--- src/sv/ts_pes_depacketizer_defines.svh ---
// Assertion macros for the transport stream PES depacketizer.
`ifndef TS_PES_DEPACKETIZER_DEFINES_SVH
`define TS_PES_DEPACKETIZER_DEFINES_SVH

`ifndef SYNTHESIS

// Check a property at every clock edge outside reset.
`define TPD_ASSERT(lbl, prop, msg) \
    lbl: assert property (@(posedge clk) disable iff (!rst_n) (prop)) else $error(msg);

// Check that a condition never holds outside reset.
`define TPD_ASSERT_NEVER(lbl, cond, msg) \
    lbl: assert property (@(posedge clk) disable iff (!rst_n) !(cond)) else $error(msg);

`else

`define TPD_ASSERT(lbl, prop, msg)
`define TPD_ASSERT_NEVER(lbl, cond, msg)

`endif

`endif

--- src/sv/ts_pes_pkg.sv ---
// Constants and types of the transport stream PES depacketizer.
package ts_pes_pkg;

    localparam int unsigned PKT_LEN   = 188;
    localparam logic [7:0]  PKT_LEN_B = 8'(PKT_LEN);

    localparam logic [7:0]  TS_SYNC        = 8'h47;
    localparam logic [12:0] NULL_PID       = 13'h1fff;
    localparam logic [7:0]  UNIT_START_BIT = 8'h40;
    localparam logic [7:0]  ADAPT_BIT      = 8'h20;
    localparam logic [7:0]  CC_MASK        = 8'h0f;
    localparam logic [1:0]  MARKER_BITS    = 2'b10;

    localparam logic [8:0]  SKIP_PLAIN     = 9'd4;
    localparam logic [8:0]  SKIP_ADAPT     = 9'd5;
    localparam logic [8:0]  OFFSET_MAX     = 9'd511;
    localparam logic [8:0]  HDR_LEN_OFFSET = 9'd8;

    typedef enum logic [1:0] {
        PH_HEADER  = 2'd0,
        PH_DATA    = 2'd1,
        PH_DISCARD = 2'd2
    } unit_phase_t;

endpackage

--- src/sv/ts_pes_depacketizer.sv ---
// Transport stream PES depacketizer: packet parsing, unit checks and data output.
//
// Usage:
//   Input channel (in_valid/in_ready) moves one stream byte per request, with
//   packet_start high on the first byte of each 188-byte packet. Packets with a
//   bad sync byte or a PID other than target_pid are dropped.
//   Configuration channel (cfg_valid/cfg_ready) writes target_pid; cfg_ready is
//   always high. Write it only while the block is idle.
//   Output channel (out_valid/out_ready) carries a result only when one of
//   data_valid, unit_end, cc_error or header_error is set.
// Timing:
//   One byte is taken per cycle while the output register is empty or out_ready
//   is high. All parsing for a byte happens in the cycle it is accepted; its
//   result appears in the output register on the next cycle.
//   The single output register sets the rate under backpressure: while a result
//   waits and out_ready is low, in_ready is low and the input stalls.
// Reset:
//   rst_n clears all parser state, sets target_pid to 8191 (no stream
//   selected) and empties the output register.
`include "ts_pes_depacketizer_defines.svh"

module ts_pes_depacketizer
(
    input  logic        clk,
    input  logic        rst_n,

    input  logic        cfg_valid,
    output logic        cfg_ready,
    input  logic [12:0] cfg_data,

    input  logic        in_valid,
    output logic        in_ready,
    input  logic [7:0]  data_byte,
    input  logic        packet_start,

    output logic        out_valid,
    input  logic        out_ready,
    output logic        data_valid,
    output logic [7:0]  pes_byte,
    output logic        unit_end,
    output logic        cc_error,
    output logic        header_error
);

    logic [12:0] target_pid_reg;
    logic [7:0]  packet_pos_reg,   packet_pos_next;
    logic        selected_reg,     selected_next;
    logic [4:0]  pid_high_reg,     pid_high_next;
    logic        unit_start_reg,   unit_start_next;
    logic        adapt_reg,        adapt_next;
    logic [8:0]  payload_skip_reg, payload_skip_next;
    logic [3:0]  last_cc_reg,      last_cc_next;
    logic        cc_known_reg,     cc_known_next;
    logic [8:0]  unit_offset_reg,  unit_offset_next;
    logic [7:0]  hdr_len_reg,      hdr_len_next;
    ts_pes_pkg::unit_phase_t phase_reg, phase_next;

    logic        out_valid_reg, out_valid_next;
    logic        dv_reg, ue_reg, cce_reg, he_reg;
    logic [7:0]  byte_reg;

    logic        take;
    logic        dv, ue, cce, he;

    assign cfg_ready = 1'b1;
    assign in_ready  = !out_valid_reg || out_ready;
    assign take      = in_valid && in_ready;

    always_comb
    begin
        logic [7:0]  pos;
        logic [12:0] pid;
        logic [3:0]  cc_in;
        logic [3:0]  cc_exp;
        logic [8:0]  off;
        logic [7:0]  hdr_len_eff;
        logic        bad;
        ts_pes_pkg::unit_phase_t phase;

        packet_pos_next   = packet_pos_reg;
        selected_next     = selected_reg;
        pid_high_next     = pid_high_reg;
        unit_start_next   = unit_start_reg;
        adapt_next        = adapt_reg;
        payload_skip_next = payload_skip_reg;
        last_cc_next      = last_cc_reg;
        cc_known_next     = cc_known_reg;
        unit_offset_next  = unit_offset_reg;
        hdr_len_next      = hdr_len_reg;
        phase_next        = phase_reg;
        dv  = 1'b0;
        ue  = 1'b0;
        cce = 1'b0;
        he  = 1'b0;

        pos         = packet_start ? 8'd0 : packet_pos_reg;
        pid         = {pid_high_reg, data_byte};
        cc_in       = data_byte[3:0] & ts_pes_pkg::CC_MASK[3:0];
        cc_exp      = last_cc_reg + 4'd1;
        off         = unit_offset_reg;
        phase       = phase_reg;
        hdr_len_eff = hdr_len_reg;
        bad         = 1'b0;

        if (take && (packet_start
                     || (packet_pos_reg != 8'd0 && packet_pos_reg < ts_pes_pkg::PKT_LEN_B)))
        begin
            packet_pos_next = pos + 8'd1;
            priority if (pos == 8'd0)
            begin
                selected_next = 1'b0;
                // drop the rest of a packet with a bad sync byte
                if (data_byte != ts_pes_pkg::TS_SYNC)
                begin
                    packet_pos_next = ts_pes_pkg::PKT_LEN_B;
                end
            end
            else if (pos == 8'd1)
            begin
                unit_start_next = (data_byte & ts_pes_pkg::UNIT_START_BIT) != 8'd0;
                pid_high_next   = data_byte[4:0];
            end
            else if (pos == 8'd2)
            begin
                selected_next = (pid == target_pid_reg)
                                && (target_pid_reg != ts_pes_pkg::NULL_PID);
            end
            else if (!selected_reg)
            begin
                // not our stream: drop the byte
            end
            else if (pos == 8'd3)
            begin
                adapt_next        = (data_byte & ts_pes_pkg::ADAPT_BIT) != 8'd0;
                payload_skip_next = adapt_next ? ts_pes_pkg::SKIP_ADAPT
                                               : ts_pes_pkg::SKIP_PLAIN;
                cc_known_next     = 1'b1;
                if (!cc_known_reg)
                begin
                    last_cc_next = cc_in;
                end
                else
                begin
                    cce          = cc_exp != cc_in;
                    last_cc_next = cc_exp;
                end
            end
            else if (pos == 8'd4 && adapt_reg)
            begin
                payload_skip_next = ts_pes_pkg::SKIP_ADAPT + {1'b0, data_byte};
            end
            else if ({1'b0, pos} >= payload_skip_reg)
            begin
                // a new unit starts at the first payload byte after a unit start
                if ({1'b0, pos} == payload_skip_reg && unit_start_reg)
                begin
                    if (unit_offset_reg != 9'd0)
                    begin
                        ue = phase_reg == ts_pes_pkg::PH_DATA;
                        he = phase_reg == ts_pes_pkg::PH_HEADER;
                    end
                    off   = 9'd0;
                    phase = ts_pes_pkg::PH_HEADER;
                end
                phase_next = phase;

                if (off == ts_pes_pkg::HDR_LEN_OFFSET)
                begin
                    hdr_len_eff = data_byte;
                end
                hdr_len_next = hdr_len_eff;

                unique case (phase)
                    ts_pes_pkg::PH_HEADER:
                    begin
                        priority if (off == 9'd0 || off == 9'd1)
                        begin
                            bad = data_byte != 8'd0;
                        end
                        else if (off == 9'd2)
                        begin
                            bad = data_byte != 8'd1;
                        end
                        else if (off == 9'd6)
                        begin
                            bad = data_byte[7:6] != ts_pes_pkg::MARKER_BITS;
                        end
                        else
                        begin
                            bad = 1'b0;
                        end
                        if (bad)
                        begin
                            he         = 1'b1;
                            phase_next = ts_pes_pkg::PH_DISCARD;
                        end
                        else if (off >= ts_pes_pkg::HDR_LEN_OFFSET
                                 && off == ts_pes_pkg::HDR_LEN_OFFSET
                                           + {1'b0, hdr_len_eff})
                        begin
                            phase_next = ts_pes_pkg::PH_DATA;
                        end
                    end
                    ts_pes_pkg::PH_DATA:
                    begin
                        dv = 1'b1;
                    end
                    default:
                    begin
                        // discard until the next unit start
                    end
                endcase

                unit_offset_next = (off < ts_pes_pkg::OFFSET_MAX) ? off + 9'd1 : off;
            end
        end

        if (take)
        begin
            out_valid_next = dv || ue || cce || he;
        end
        else if (out_ready)
        begin
            out_valid_next = 1'b0;
        end
        else
        begin
            out_valid_next = out_valid_reg;
        end
    end

    always_ff @(posedge clk or negedge rst_n)
    begin
        if (!rst_n)
        begin
            target_pid_reg   <= ts_pes_pkg::NULL_PID;
            packet_pos_reg   <= 8'd0;
            selected_reg     <= 1'b0;
            pid_high_reg     <= 5'd0;
            unit_start_reg   <= 1'b0;
            adapt_reg        <= 1'b0;
            payload_skip_reg <= ts_pes_pkg::SKIP_PLAIN;
            last_cc_reg      <= 4'd0;
            cc_known_reg     <= 1'b0;
            unit_offset_reg  <= 9'd0;
            hdr_len_reg      <= 8'd0;
            phase_reg        <= ts_pes_pkg::PH_HEADER;
            out_valid_reg    <= 1'b0;
        end
        else
        begin
            if (cfg_valid && cfg_ready)
            begin
                target_pid_reg <= cfg_data;
            end
            packet_pos_reg   <= packet_pos_next;
            selected_reg     <= selected_next;
            pid_high_reg     <= pid_high_next;
            unit_start_reg   <= unit_start_next;
            adapt_reg        <= adapt_next;
            payload_skip_reg <= payload_skip_next;
            last_cc_reg      <= last_cc_next;
            cc_known_reg     <= cc_known_next;
            unit_offset_reg  <= unit_offset_next;
            hdr_len_reg      <= hdr_len_next;
            phase_reg        <= phase_next;
            out_valid_reg    <= out_valid_next;
        end
    end

    // result payload: load on each request that produces a result
    always_ff @(posedge clk)
    begin
        if (take && (dv || ue || cce || he))
        begin
            dv_reg   <= dv;
            byte_reg <= dv ? data_byte : 8'd0;
            ue_reg   <= ue;
            cce_reg  <= cce;
            he_reg   <= he;
        end
    end

    assign out_valid    = out_valid_reg;
    assign data_valid   = dv_reg;
    assign pes_byte     = byte_reg;
    assign unit_end     = ue_reg;
    assign cc_error     = cce_reg;
    assign header_error = he_reg;

    `TPD_ASSERT(a_result_nonempty,
        out_valid |-> (data_valid || unit_end || cc_error || header_error),
        "result with no flag set")
    `TPD_ASSERT(a_byte_zero_without_data,
        (out_valid && !data_valid) |-> (pes_byte == 8'd0),
        "pes_byte nonzero without data_valid")
    `TPD_ASSERT(a_cc_alone,
        (out_valid && cc_error) |-> (!data_valid && !unit_end && !header_error),
        "cc_error combined with payload flags")
    `TPD_ASSERT_NEVER(a_pos_range,
        packet_pos_reg > ts_pes_pkg::PKT_LEN_B,
        "packet position beyond packet length")

endmodule
--- config.mk ---
export PLATFORM = sky130hd
export DESIGN_NAME = ts_pes_depacketizer
export DESIGN_NICKNAME = d
export VERILOG_FILES = /design/src/sv/ts_pes_pkg.sv /design/src/sv/ts_pes_depacketizer.sv
export VERILOG_INCLUDE_DIRS = /design/src /design/src/sv
export SDC_FILE = /design/constraint.sdc
export NUM_CORES = 1
export LEC_CHECK = 0
export BUFFER_PORTS_ARGS = -buffer_cell sky130_fd_sc_hd__buf_2
export CAP_MARGIN = 20
export CORE_AREA = 2 2 89 108
export DETAILED_ROUTE_END_ITERATION = 16
export DIE_AREA = 0 0 91 110
export PLACE_DENSITY_LB_ADDON = 0.3
export SYNTH_ARGS = -nofsm -noshare
export SYNTH_HDL_FRONTEND = slang
export SYNTH_SLANG_ARGS = --single-unit
--- constraint.sdc ---
create_clock -name clk -period 5 [get_ports clk]
set_input_delay 0.5 -clock clk [delete_from_list [all_inputs] [get_ports clk]]
set_output_delay 0.5 -clock clk [all_outputs]
set_load 0.02 [all_outputs]
# [After elaboration in Yosys (flattened, before gate mapping)]
# Cells that the tools add are included.
[totals] register_bits=75 inputBits=27 out_inout_bits=15 elab_cells=174
[classes] add_sub_neg=5 n_lt_le_gt_ge=4 n_eq_ne=19 mux=93 bitwise_logic=5 reduce_logical=30
[ops] operator="$mux 9" n=12
[ops] operator="$mux 8" n=12
[ops] operator="$mux 1" n=56
[ops] operator="$mux 2" n=12
[ops] operator="$eq 8x2->1 const B" n=2
[ops] operator="$reduce_bool 8->1" n=2
[ops] operator="$eq 13x13->1" n=1
[ops] operator="$ne 13x13->1 const B" n=1
[ops] operator="$reduce_and 6->1" n=2
[ops] operator="$add 3x8->9 const A" n=1
[ops] operator="$add 4x8->9 const A" n=1
[ops] operator="$add 9x1->9 const B" n=1
[ops] operator="$eq 8x9->1" n=1
[ops] operator="$eq 9x1->1 const B" n=1
[ops] operator="$eq 9x2->1 const B" n=1
[ops] operator="$eq 9x3->1 const B" n=1
[ops] operator="$eq 9x4->1 const B" n=1
[ops] operator="$eq 9x9->1" n=1
[ops] operator="$ge 8x9->1" n=1
[ops] operator="$ge 9x4->1 const B" n=1
[ops] operator="$logic_not 9->1" n=1
[ops] operator="$lt 9x9->1 const B" n=1
[ops] operator="$reduce_bool 9->1" n=1
[ops] operator="$add 8x1->8 const B" n=1
[ops] operator="other kinds (19)" n=41

# [Longest topological paths before layout]
# Gate-level depths: netlist (run 1).
[depth] ltp_word=37 mapped_depth=17 mapped_depth_nobuf=15

# [Least setup slack after synthesis (run 1)]
# No wires, ideal clock.
[synth_timing] kind="in2reg" start="input port packet_start" end="register cce_reg, in the netlist cc_error (enable)" setup_time_ps=363 t_arrival_ps=3527 setup_slack_ps=1110 cell_stages=14 path_buffers=3 path_cell_list="clkbuf_1 nor2b_1 ha_1 nand4_2 or4_1 buf_6 clkbuf_1 nand2_1 ha_1 o21ai_0 a2111oi_0 o221ai_1 a21o_1 nand3b_1"
[synth_between] elab_chain_cells=37 elab_cells_between_ends=88
[synth_rtl] element="from (decl)" line_no="ts_pes_depacketizer.sv:34" source="input logic packet_start,"
[synth_rtl] element="$mux 8" line_no="ts_pes_depacketizer.sv:96" source="pos = packet_start ? 8'd0 : packet_pos_reg;"
[synth_rtl] element="$eq 8x9->1" line_no="ts_pes_depacketizer.sv:155" source="if ({1'b0, pos} == payload_skip_reg && unit_start_reg)"
[synth_rtl] element="$logic_and 1x1->1" line_no="ts_pes_depacketizer.sv:155"
[synth_rtl] element="$mux 9" line_no="ts_pes_depacketizer.sv:155"
[synth_rtl] element="$mux 9" line_no="ts_pes_depacketizer.sv:152" source="else if ({1'b0, pos} >= payload_skip_reg)"
[synth_rtl] element="$mux 9" line_no="ts_pes_depacketizer.sv:148" source="else if (pos == 8'd4 && adapt_reg)"
[synth_rtl] element="$mux 9" line_no="ts_pes_depacketizer.sv:132" source="else if (pos == 8'd3)"
[synth_rtl] element="$mux 9" line_no="ts_pes_depacketizer.sv:128" source="else if (!selected_reg)"
[synth_rtl] element="(+21 left out)"
[synth_rtl] element="$mux 1" line_no="ts_pes_depacketizer.sv:132"
[synth_rtl] element="$mux 1" line_no="ts_pes_depacketizer.sv:128"
[synth_rtl] element="$mux 1" line_no="ts_pes_depacketizer.sv:123" source="else if (pos == 8'd2)"
[synth_rtl] element="$mux 1" line_no="ts_pes_depacketizer.sv:118" source="else if (pos == 8'd1)"
[synth_rtl] element="$mux 1" line_no="ts_pes_depacketizer.sv:109" source="priority if (pos == 8'd0)"
[synth_rtl] element="$mux 1" line_no="ts_pes_depacketizer.sv:105" source="if (take && (packet_start"
[synth_rtl] element="$logic_or 1x1->1 (*)" line_no="ts_pes_depacketizer.sv:274" source="if (take && (dv || ue || cce || he))"
[synth_rtl] element="$logic_and 1x1->1 (*)" line_no="ts_pes_depacketizer.sv:274"
[synth_rtl] element="to (signal assigned)" line_no="ts_pes_depacketizer.sv:279" source="cce_reg <= cce;"
[synth_rtl] element="to (decl)" line_no="ts_pes_depacketizer.sv:59" source="logic dv_reg, ue_reg, cce_reg, he_reg;"
# Mark *: on every way between the ends. The rest lies on a longest branch, timed or not. The select of a mux whose other input is x is not followed.
# A chain may end at the register's enable or synchronous reset.

# [Worst setup path after layout (run 1)]
[layout_timing] start="register packet_pos_reg[3]" end="register phase_reg[0]"
[layout_between] elab_chain_cells=28 elab_cells_between_ends=74
[layout_rtl] element="from (decl)" line_no="ts_pes_depacketizer.sv:46" source="logic [7:0] packet_pos_reg, packet_pos_next;"
[layout_rtl] element="from (signal assigned)" line_no="ts_pes_depacketizer.sv:256" source="packet_pos_reg <= packet_pos_next;"
[layout_rtl] element="$mux 8" line_no="ts_pes_depacketizer.sv:96"
[layout_rtl] element="$eq 8x9->1" line_no="ts_pes_depacketizer.sv:155"
[layout_rtl] element="$logic_and 1x1->1" line_no="ts_pes_depacketizer.sv:155"
[layout_rtl] element="$mux 9" line_no="ts_pes_depacketizer.sv:155"
[layout_rtl] element="$mux 9" line_no="ts_pes_depacketizer.sv:152"
[layout_rtl] element="$mux 9" line_no="ts_pes_depacketizer.sv:148"
[layout_rtl] element="$mux 9" line_no="ts_pes_depacketizer.sv:132"
[layout_rtl] element="$mux 9" line_no="ts_pes_depacketizer.sv:128"
[layout_rtl] element="(+12 left out)"
[layout_rtl] element="$mux 8" line_no="ts_pes_depacketizer.sv:109"
[layout_rtl] element="$mux 8" line_no="ts_pes_depacketizer.sv:105"
[layout_rtl] element="$add 4x8->9" line_no="ts_pes_depacketizer.sv:199" source="+ {1'b0, hdr_len_eff})"
[layout_rtl] element="$eq 9x9->1" line_no="ts_pes_depacketizer.sv:198" source="&& off == ts_pes_pkg::HDR_LEN_OFFSET"
[layout_rtl] element="$logic_and 1x1->1" line_no="ts_pes_depacketizer.sv:198"
[layout_rtl] element="$mux 2" line_no="ts_pes_depacketizer.sv:197" source="else if (off >= ts_pes_pkg::HDR_LEN_OFFSET"
[layout_rtl] element="$mux 2" line_no="ts_pes_depacketizer.sv:192" source="if (bad)"
[layout_rtl] element="$mux 2" line_no="ts_pes_depacketizer.sv:173" source="unique case (phase)"
[layout_rtl] element="to (signal assigned)" line_no="ts_pes_depacketizer.sv:247" source="phase_reg <= ts_pes_pkg::PH_HEADER;"
[layout_rtl] element="to (signal assigned)" line_no="ts_pes_depacketizer.sv:266" source="phase_reg <= phase_next;"
[layout_rtl] element="to (decl)" line_no="ts_pes_depacketizer.sv:56" source="ts_pes_pkg::unit_phase_t phase_reg, phase_next;"
# Several ways; a longest one is shown, not always the timed one. The select of a mux whose other input is x is not followed.

==> impl_metrics.py, run 1 <==
metrics = {
    "outcome": {
        "status": "finished, final reports clean",
    },
    "floorplanning": {
        "die_width_microns": 91,
        "die-height_microns": 110,
        "rows": 38,
        "io_pins": 42,
        "die_area_sq_um": 10010,
        "core-area_sq_um": 8939,
        "start_util_pct": 52.23,
    },
    "clock_tree": {
        "hold_buffers": 0,
        "cts_root_buf": "clkbuf_8",
        "clk_latency_ns": 0.35,
        "numCtsBuffers": 9,
        "numClockSinks": 75,
        "cts_buffer_depth": 2,
        "ctsHtreeMaxLevel": 3,
        "clk_pin_slew_ns": 0.08,
        "postCtsSetupBuffers": 0,
        "post_cts_resized": 0,
        "cts_tree": "built",
    },
    "placement": {
        "place_hpwl_microns": 8062,
        "post-place-cells": 635,
        "routabilityCongestion": 0.9016,
        "io_buffers": 40,
    },
    "timing": {
        "fmax_mhz": 234.0,
        "finalSetupViolCount": 0,
        "fin_crit_sh_pct": 85.48,
        "tightestPinTransition_ns": 0.8182,
        "final_hold_viol_count": 0,
        "min_period_ns": 4.274,
        "relSlewSlack_pct": 45.45,
        "slew_violations": 0,
        "rsz0062_at_grt": "false",
        "skew_ns": 0.007655,
        "finalSetupTns_ns": 0,
        "holdWs_ns": 0.3054,
    },
    "setup_path": {
        "arrival_ns": 4.52,
        "endpoint_kind": "flip-flop",
        "crit_fanout": 17,
        "worst_r2r_path_depth": 14,
        "critPathLaunchType": "flip-flop",
        "cp.required_ns": 5.25,
        "crit_type": "flip-flop to flip-flop",
    },
    "synth": {
        "syn_area_sq_um": 4668,
        "ys_async_sr_fraction_pct": 84.00,
        "yosys_most_used_dff": "dfrtp_1",
        "synth_top_area_share_pct": 26.27,
        "ys_seq_area_share_pct": 41.87,
        "yosys.area.top_type": "dfrtp_1",
        "synthCells": 500,
        "yosys_warnings": 0,
        "yosys_register_bits": 75,
        "synth_area_per_cell_sq_um": 9.336,
        "synthTopCellsByCount": "dfrtp_1 (49), nand2_1 (49), o21ai_0 (40)",
        "synth_edf_count": 12,
        "synth.distinct_cells": 64,
        "synthTopCellsByArea": "dfrtp_1 (26%), dfstp_2 (7.9%), edfxtp_1 (7.7%)",
        "syn-num-nets": 547,
    },
    "power": {
        "vdd_drop_max_mv": 0.1722,
        "p_per_area_nw_per_um2": 335.6,
        "p_leak_nw": 2.343,
    },
    "grt": {
        "grt_util_all_layers_pct": 23.10,
        "grt_max_degree": 64,
        "gr-total-overflow": 0,
        "grt_pass1_wl_microns": 18180,
        "grt_antenna_before_repair": 0,
        "grt_pass1_vias": 3773,
    },
    "routing": {
        "drt_iter0_markers": 267,
        "vias": 3892,
        "wirelength_microns": 11220,
        "drc_errors": 0,
        "drt_pass1_iterations": 7,
        "via_per_inst": 5.969,
        "wl_per_cell_microns": 17.21,
        "drt.antenna.violating_nets": 0,
    },
    "hold_path": {
        "hp-class": "primary input to async pin",
    },
    "layout": {
        "largest_reg_flops": 13,
        "final_nets": 574,
        "fin_cells": 652,
        "final_layout_size_suffix_gt1_share_pct": 20.11,
        "syn_to_final_growth_pct": 10.21,
        "fill_cells": 817,
        "n_antenna_cell": 0,
    },
    "job": {
        "maxCapViolCount": 0,
    },
}
layer usage:
layer	up-vias	part of all wire, %	global-route usage (%)
met5	-	0	0
met4	0	2.3	9.091
met3	25	4.7	4.691
met2	134	51	41.06
met1	1893	42	27.71
li1	1840	-	-
critical path, stage by stage, from the launching register on:
cell	delay (ns)
dfrtp_1	0.46
nor2b_1	0.19
ha_1	0.31
nand4_2	0.16
or4_1	0.90
nand2b_1	0.41
nand2_1	0.09
nand2_1	0.10
ha_1	0.24
xor2_1	0.14
a2111oi_0	0.30
o2111ai_1	0.18
a31oi_1	0.21
o211ai_1	0.13
o41ai_2	0.33
worst paths after layout:
kind | startpoint | end | slack (ns)
setup / recovery | packet_pos_reg[3] | phase_reg[0] | 0.73
hold / removal | rst_n | last_cc_reg[3] | 0.31
setup reg to reg | packet_pos_reg[3] | phase_reg[0] | 0.73
hold reg to reg | adapt_reg | adapt_reg | 0.51
max in group asynchronous | rst_n | unit_offset_reg[3] | 4.14
min in group clk | cfg_data[8] | target_pid_reg[8] | 0.37
where the power goes:
| group | switching (mW) | internal [mW] |
|---|---|---|
| registers | 0.0968 | 0.724 |
| logic | 0.221 | 0.175 |
| clock network | 0.230 | 0.279 |
| total | 0.548 | 1.18 |
cell type report:
cell class | instances | area, sq um | share of cell area, %
well taps | 120 | 150.1 | 2.918
multi-input cells | 372 | 2495 | 48.49
inverters | 23 | 86.33 | 1.678
clock inverters | 7 | 90.09 | 1.751
flip-flops and latches | 75 | 1954 | 37.99
repair buffers | 46 | 245.2 | 4.767
clock buffers | 9 | 123.9 | 2.408
logic make-up (layout without fill, tap and decap cells):
logic type / after synthesis / in the layout / synth area share (%)
and+or+nand+nor: 190 / 190 / 21.28
AOI/OAI and AO/OA: 103 / 103 / 14.34
DFF: 75 / 75 / 41.87
buffers and inverters: 53 / 85 / 4.690
muxes: 31 / 31 / 7.317
xor gates and xnor gates: 27 / 27 / 5.066
adders and majority gates: 20 / 20 / 5.360
other: 1 / 1 / 0.08033
layout by cell type (no fill, tap or decap), drive strengths merged, types with 11 or more instances in the layout:
master and n:
o21ai 41, xor2 16, mux2 25, a21oi 19, edfxtp 12, dfstp 14, nor2 36, nand3 19
nand2 49, buf 45, xnor2 11, dfrtp 49, ha 20, inv 24, nor2b 13
stage by stage:
stage                     total power, mW  setup WS (ns)  instance area [sq um]  utilization (%)
after global placement              1.199         0.7570                   4923            55.08
final                               1.727         0.7258                   5145            57.56
after detailed placement            1.224         0.5407                   4923            55.08
after global routing                1.830         0.4898                   5145            57.56
after floorplan                     1.100          1.110                   4668                -
after CTS                           1.739         0.7702                   5137            57.47
No activity file was read; power rests on OpenSTA's default activity.
==> run 2: changes to the inputs <==
==> constraint.sdc (replaced) <==
create_clock -name clk -period 3.5 [get_ports clk]
set_input_delay 0.35 -clock clk [delete_from_list [all_inputs] [get_ports clk]]
set_output_delay 0.35 -clock clk [all_outputs]
set_load 0.02 [all_outputs]
==> run 2 against run 1 <==
Effect of this change:
- sequential share of layout area decreased by 2.4 points
- clock skew is 0.0033 ns higher
- critical path depth shrank 2
- die area unchanged
- clock-buffer cell count is the same
- clock power grew 45%
- fmax grew 27%
- wire length is 7.7% higher
==> impl_metrics.py, run 2 (synthesized netlist as in run 1, its figures left out) <==
metrics = {
    "layout": {
        "final_cell_mix": "dfrtp_1 (49), nand2_1 (45), o21ai_0 (40), buf_2 (40), buf_4 (40)",
        "largest_reg_flops": 13,
        "fin_cells": 687,
        "utilization_pct": 61.46,
        "n_antenna_cell": 0,
        "final_common_cell": "dfrtp_1",
        "syn_to_final_growth_pct": 17.69,
        "final_nets": 609,
        "final_layout_size_suffix_gt1_share_pct": 27.69,
    },
    "grt": {
        "grt_use_met1_pct": 30.17,
        "grt_max_degree": 37,
        "grt_util_all_layers_pct": 24.68,
        "grtUsageMet2_pct": 43.65,
        "grt_pass1_wl_microns": 19520,
        "met3_usage_pct": 4.147,
        "grt_pass1_vias": 3995,
        "busiest_layer": "met2",
        "grt_antenna_before_repair": 0,
        "gr-total-overflow": 0,
    },
    "timing": {
        "final_hold_viol_count": 0,
        "finalSetupTns_ns": 0,
        "skew_ns": 0.01098,
        "setup_ws_ns": 0.1348,
        "slew_violations": 0,
        "rsz0062_at_grt": "false",
        "fmax_mhz": 297.2,
        "min_period_ns": 3.365,
        "relSlewSlack_pct": 54.74,
        "fin_crit_sh_pct": 96.15,
        "finalSetupViolCount": 0,
        "holdWs_ns": 0.02022,
        "tightestPinTransition_ns": 0.6789,
    },
    "setup_path": {
        "endpoint_kind": "flip-flop",
        "cp.required_ns": 3.58,
        "slowest_delay_ns": 0.60,
        "arrival_ns": 3.45,
        "crit_path_frequent_cell": "ha_1",
        "crit_fanout": 12,
        "critPathLaunchType": "flip-flop",
        "crit_buf_inv": 1,
        "cp_top_family": "simple AND/OR/NAND/NOR gates",
        "crit_type": "flip-flop to flip-flop",
        "slowest_stage": "or4_4",
        "crit_chain": "nor2b_4 -> ha_1 -> nand4_2 -> or4_4 -> nand2_2 -> ha_1 -> o21ai_0 -> a2111oi_2 -> o221ai_1 -> a21o_1 -> nand3b_1 -> buf_12",
    },
    "clock_tree": {
        "ctsHtreeMaxLevel": 3,
        "cts_buffer_depth": 2,
        "cts_tree": "built",
        "clk_pin_slew_ns": 0.09,
        "numClockSinks": 75,
        "numCtsBuffers": 9,
        "cts_root_buf": "clkbuf_8",
        "clk_latency_ns": 0.36,
    },
    "floorplanning": {
        "core-area_sq_um": 8939,
        "rows": 38,
        "die_width_microns": 91,
        "start_util_pct": 52.23,
        "die-height_microns": 110,
        "die_area_sq_um": 10010,
        "io_pins": 42,
    },
    "routing": {
        "via_per_inst": 5.959,
        "drc_errors": 0,
        "drt_pass1_iterations": 5,
        "wl_per_cell_microns": 17.59,
        "wirelength_microns": 12080,
        "drt_iter0_markers": 235,
        "vias": 4094,
        "drt.antenna.violating_nets": 0,
    },
    "placement": {
        "place_hpwl_microns": 8723,
        "post-place-cells": 666,
        "routabilityCongestion": 0.9561,
        "pre_cts_slack_ns": -0.07230,
        "io_buffers": 40,
    },
    "power": {
        "p_leak_nw": 2.540,
        "vdd_drop_max_mv": 0.3071,
        "p_per_area_nw_per_um2": 474.2,
    },
    "job": {
        "maxCapViolCount": 0,
    },
    "hold_path": {
        "hp-class": "primary input to async pin",
    },
    "outcome": {
        "status": "finished, final reports clean",
    },
}
## run 2: worst register-to-register path, stage by stage, from the launching register on
cell,delay [ns]
dfrtp_1,0.43
nor2b_4,0.14
ha_1,0.30
nand4_2,0.14
or4_4,0.60
nand2_2,0.12
ha_1,0.16
o21ai_0,0.10
a2111oi_2,0.38
o221ai_1,0.20
a21o_1,0.22
nand3b_1,0.13
buf_12,0.16
## run 2: worst paths after layout
| kind | from | to | slack, ns | cells after the start |
|---|---|---|---|---|
| setup / recovery | packet_pos_reg[4] | pes_byte[7] | 0.13 | 12 |
| hold / removal | rst_n | last_cc_reg[1] | 0.02 | 1 |
| setup reg to reg | packet_pos_reg[4] | pes_byte[7] | 0.13 | 12 |
| hold reg to reg | adapt_reg | adapt_reg | 0.51 | 2 |
| max in group asynchronous | rst_n | target_pid_reg[11] | 2.50 | 2 |
| min in group clk | cfg_data[2] | target_pid_reg[2] | 0.22 | 2 |
## run 2: final cells by class
cell class	instances	area, sq um
Fill cell	784	3445
Multi-Input combinational cell	372	2569
Sequential cell	75	1954
Timing Repair Buffer	81	520.5
Tap cell	120	150.1
Clock buffer	9	123.9
Clock inverter	7	90.09
Inverter	23	86.33
## run 2: per-layer routing
metal | part of all wire, % | wire length, microns | up-vias
met1 | 41 | 4957 | 2012
met5 | 0 | 0 | -
met3 | 5.5 | 660 | 32
met2 | 51 | 6167 | 136
met4 | 2.5 | 298 | 0
li1 | - | - | 1914
## run 2: through the flow
| stage | cell area, sq um | power (mW) |
|---|---|---|
| finish | 5494 | 2.605 |
| global route | 5494 | 2.744 |
| CTS | 5395 | 2.563 |
| detailed placement | 5181 | 1.827 |
| global placement | 5181 | 1.791 |
| floorplan | 4695 | 1.581 |
## run 2: what timing repair did
item	4_1_cts	5_1_grt
setup endpoints to repair	0	13
gates resized for setup	0	14
hold buffers	0	0
buffers inserted	0	5
## run 2: power breakdown
group          leakage (nW)  switching, mW  internal, mW
clock                 0.107          0.341         0.399
sequential            0.902          0.119          1.03
combinational          1.53          0.376         0.336
==> run 3: changes to the inputs <==
--- a/config.mk
+++ b/config.mk
@@ -6,11 +6,11 @@
 export SDC_FILE = /design/constraint.sdc
 export NUM_CORES = 1
 export LEC_CHECK = 0
-export BUFFER_PORTS_ARGS = -buffer_cell sky130_fd_sc_hd__buf_2
+export BUFFER_PORTS_ARGS = -buffer_cell sky130_fd_sc_hd__buf_4
 export CAP_MARGIN = 20
-export CORE_AREA = 2 2 89 108
+export CORE_AREA = 2 2 97 99
 export DETAILED_ROUTE_END_ITERATION = 16
-export DIE_AREA = 0 0 91 110
+export DIE_AREA = 0 0 99 101
 export PLACE_DENSITY_LB_ADDON = 0.3
 export SYNTH_ARGS = -nofsm -noshare
 export SYNTH_HDL_FRONTEND = slang
==> run 3 against run 2 <==
Effect of this change:
- register-to-register slack better by 0.07 ns
- design area up 0.41%
- via count down 2.0%
- final cell count fell by 1.2%
- sequential cell count stayed put
- critical path depth did not move
- first-iteration DRC count grew 3.8%
- power decreased by 3.7%
- clock-buffer cell count increased by 2
- setup slack gained 0.073 ns
==> impl_metrics.py, run 3 (synthesized netlist as in run 1, its figures left out) <==
metrics = {
    "outcome": {
        "status": "finished, final reports clean",
    },
    "floorplanning": {
        "die_width_microns": 99,
        "start_util_pct": 52.00,
        "core-area_sq_um": 8977,
        "die-height_microns": 101,
        "io_pins": 42,
        "rows": 35,
        "die_area_sq_um": 9999,
    },
    "timing": {
        "slew_violations": 0,
        "finalSetupTns_ns": 0,
        "skew_ns": 0.009682,
        "fin_crit_sh_pct": 94.06,
        "min_period_ns": 3.292,
        "finalSetupViolCount": 0,
        "final_hold_viol_count": 0,
        "tightestPinTransition_ns": 1.136,
        "holdWs_ns": 0.07025,
        "relSlewSlack_pct": 23.50,
        "fmax_mhz": 303.8,
    },
    "setup_path": {
        "crit_end": "pes_byte[3]",
        "rrSetupSlack_ns": 0.21,
        "slowest_delay_ns": 0.59,
        "r2r-start": "payload_skip_reg[2]",
        "arrival_ns": 3.37,
        "endpoint_kind": "flip-flop",
        "crit_fanout": 5,
        "cp.required_ns": 3.58,
        "crit_start": "payload_skip_reg[2]",
        "crit_chain": "inv_1 -> ha_1 -> nand2_1 -> or4_4 -> nand2_2 -> ha_1 -> o21ai_0 -> a2111oi_0 -> o221ai_1 -> a21o_1 -> nand3b_1 -> buf_4",
        "worst_r2r_path_depth": 12,
        "crit_path_frequent_cell": "ha_1",
        "rr_endpoint": "pes_byte[3]",
        "critPathLaunchType": "flip-flop",
        "slowest_stage": "or4_4",
        "crit_type": "flip-flop to flip-flop",
    },
    "power": {
        "total_power_mw": 2.510,
        "vdd_drop_max_mv": 0.2777,
        "p_per_area_nw_per_um2": 454.9,
        "p_leak_nw": 2.554,
    },
    "clock_tree": {
        "hold_buffers": 0,
        "clk_pin_slew_ns": 0.09,
        "clk_latency_ns": 0.36,
        "cts_root_buf": "clkbuf_8",
        "numClockSinks": 75,
        "ctsHtreeMaxLevel": 3,
        "numCtsBuffers": 9,
        "cts_tree": "built",
        "cts_buffer_depth": 2,
    },
    "layout": {
        "multi_input_area_sq_um": 2527,
        "fin_cells": 679,
        "largest_reg_flops": 13,
        "n_antenna_cell": 0,
        "final_nets": 610,
        "syn_to_final_growth_pct": 18.17,
        "fill_cells": 768,
        "regArea_sq_um": 1954,
        "final_layout_size_suffix_gt1_share_pct": 26.58,
        "final_cell_mix": "buf_4 (82), dfrtp_1 (49), nand2_1 (47)",
        "final_common_cell": "buf_4",
    },
    "routing": {
        "drt_pass1_iterations": 5,
        "drt_iter0_markers": 244,
        "met3_length_microns": 600,
        "vias": 4014,
        "drc_errors": 0,
        "wl_met2_microns": 5413,
        "via_per_inst": 5.912,
        "drt.antenna.violating_nets": 0,
        "routedLengthMet1_microns": 5367,
        "highest_layer": "met4",
        "wirelength_microns": 11540,
        "wl_per_cell_microns": 17.00,
    },
    "placement": {
        "routabilityCongestion": 0.9051,
        "place_hpwl_microns": 8281,
        "post-place-cells": 663,
        "io_buffers": 40,
    },
    "hold_path": {
        "hp-class": "primary input to async pin",
    },
    "grt": {
        "grt_util_all_layers_pct": 23.84,
        "grt_pass1_vias": 3863,
        "grt_antenna_before_repair": 0,
        "grt_max_degree": 64,
        "gr-total-overflow": 0,
        "grt_pass1_wl_microns": 18900,
    },
    "job": {
        "maxCapViolCount": 0,
    },
}
## run 3: cell types whose count changed in the layout (fill, tap and decap cells not counted), moves of 2 or more
cell and change:
buf_4 +42, buf_2 -40, bufinv_16 -2, clkinv_2 -2, inv_6 +2, nand2_1 +2
nand2_2 -2, nor2b_1 +2
## run 3: final cells by class
type / count / area share (%)
Multi-Input combinational cell: 372 / 45.82
Sequential cell: 75 / 35.43
Timing Repair Buffer: 82 / 11.16
Clock buffer: 11 / 2.767
Tap cell: 111 / 2.518
Inverter: 23 / 1.565
Clock inverter: 5 / 0.7485
## run 3: where the power goes
group          leakage [nW]  switching, mW  internal [mW]
sequential            0.902          0.114           1.03
combinational          1.55          0.358          0.328
clock                 0.100          0.365          0.311
total                  2.55          0.837           1.67
## run 3: layer usage
metal | vias to the layer above | track usage [%]
met5 | - | 0
met4 | 0 | 8.114
met3 | 18 | 4.369
met2 | 142 | 38.67
met1 | 1944 | 32.29
li1 | 1910 | -
## run 3: worst max-delay path, delay by kind of cell, from the launching register on
kind,cells,cell delay (ns)
DFF,1,0.53
and+or+nand+nor,4,0.90
buffers and inverters,2,0.21
adders and majority gates,2,0.45
AOI/OAI and AO/OA,4,0.92
## run 3: timing repair
action | in CTS | in global routing
buffers inserted | 0 | 0
resized for setup | 0 | 5
endpoints found under the setup margin | 0 | 13
## run 3: per-stage QoR
stage               area, sq um  utilization (%)  setup WS, ns
floorplan                  4695                -      0.005305
global placement           5303            59.07      0.002697
detailed placement         5303            59.07      -0.07864
CTS                        5497            61.23       0.03291
global route               5517            61.45      -0.01334
finish                     5517            61.45        0.2080
## run 3: how the worst min path moves through the flow
stage	start	end	slack [ns]	cells after the start
6_report	rst_n	unit_offset_reg[3]	0.07	1
5_1_grt	rst_n	unit_offset_reg[2]	0.14	1
4_1_cts	rst_n	packet_pos_reg[5]	0.11	1
3_5_place_dp	adapt_reg	adapt_reg	0.47	2
3_3_place_gp	adapt_reg	adapt_reg	0.47	2
2_1_floorplan	rst_n	adapt_reg	0.05	0
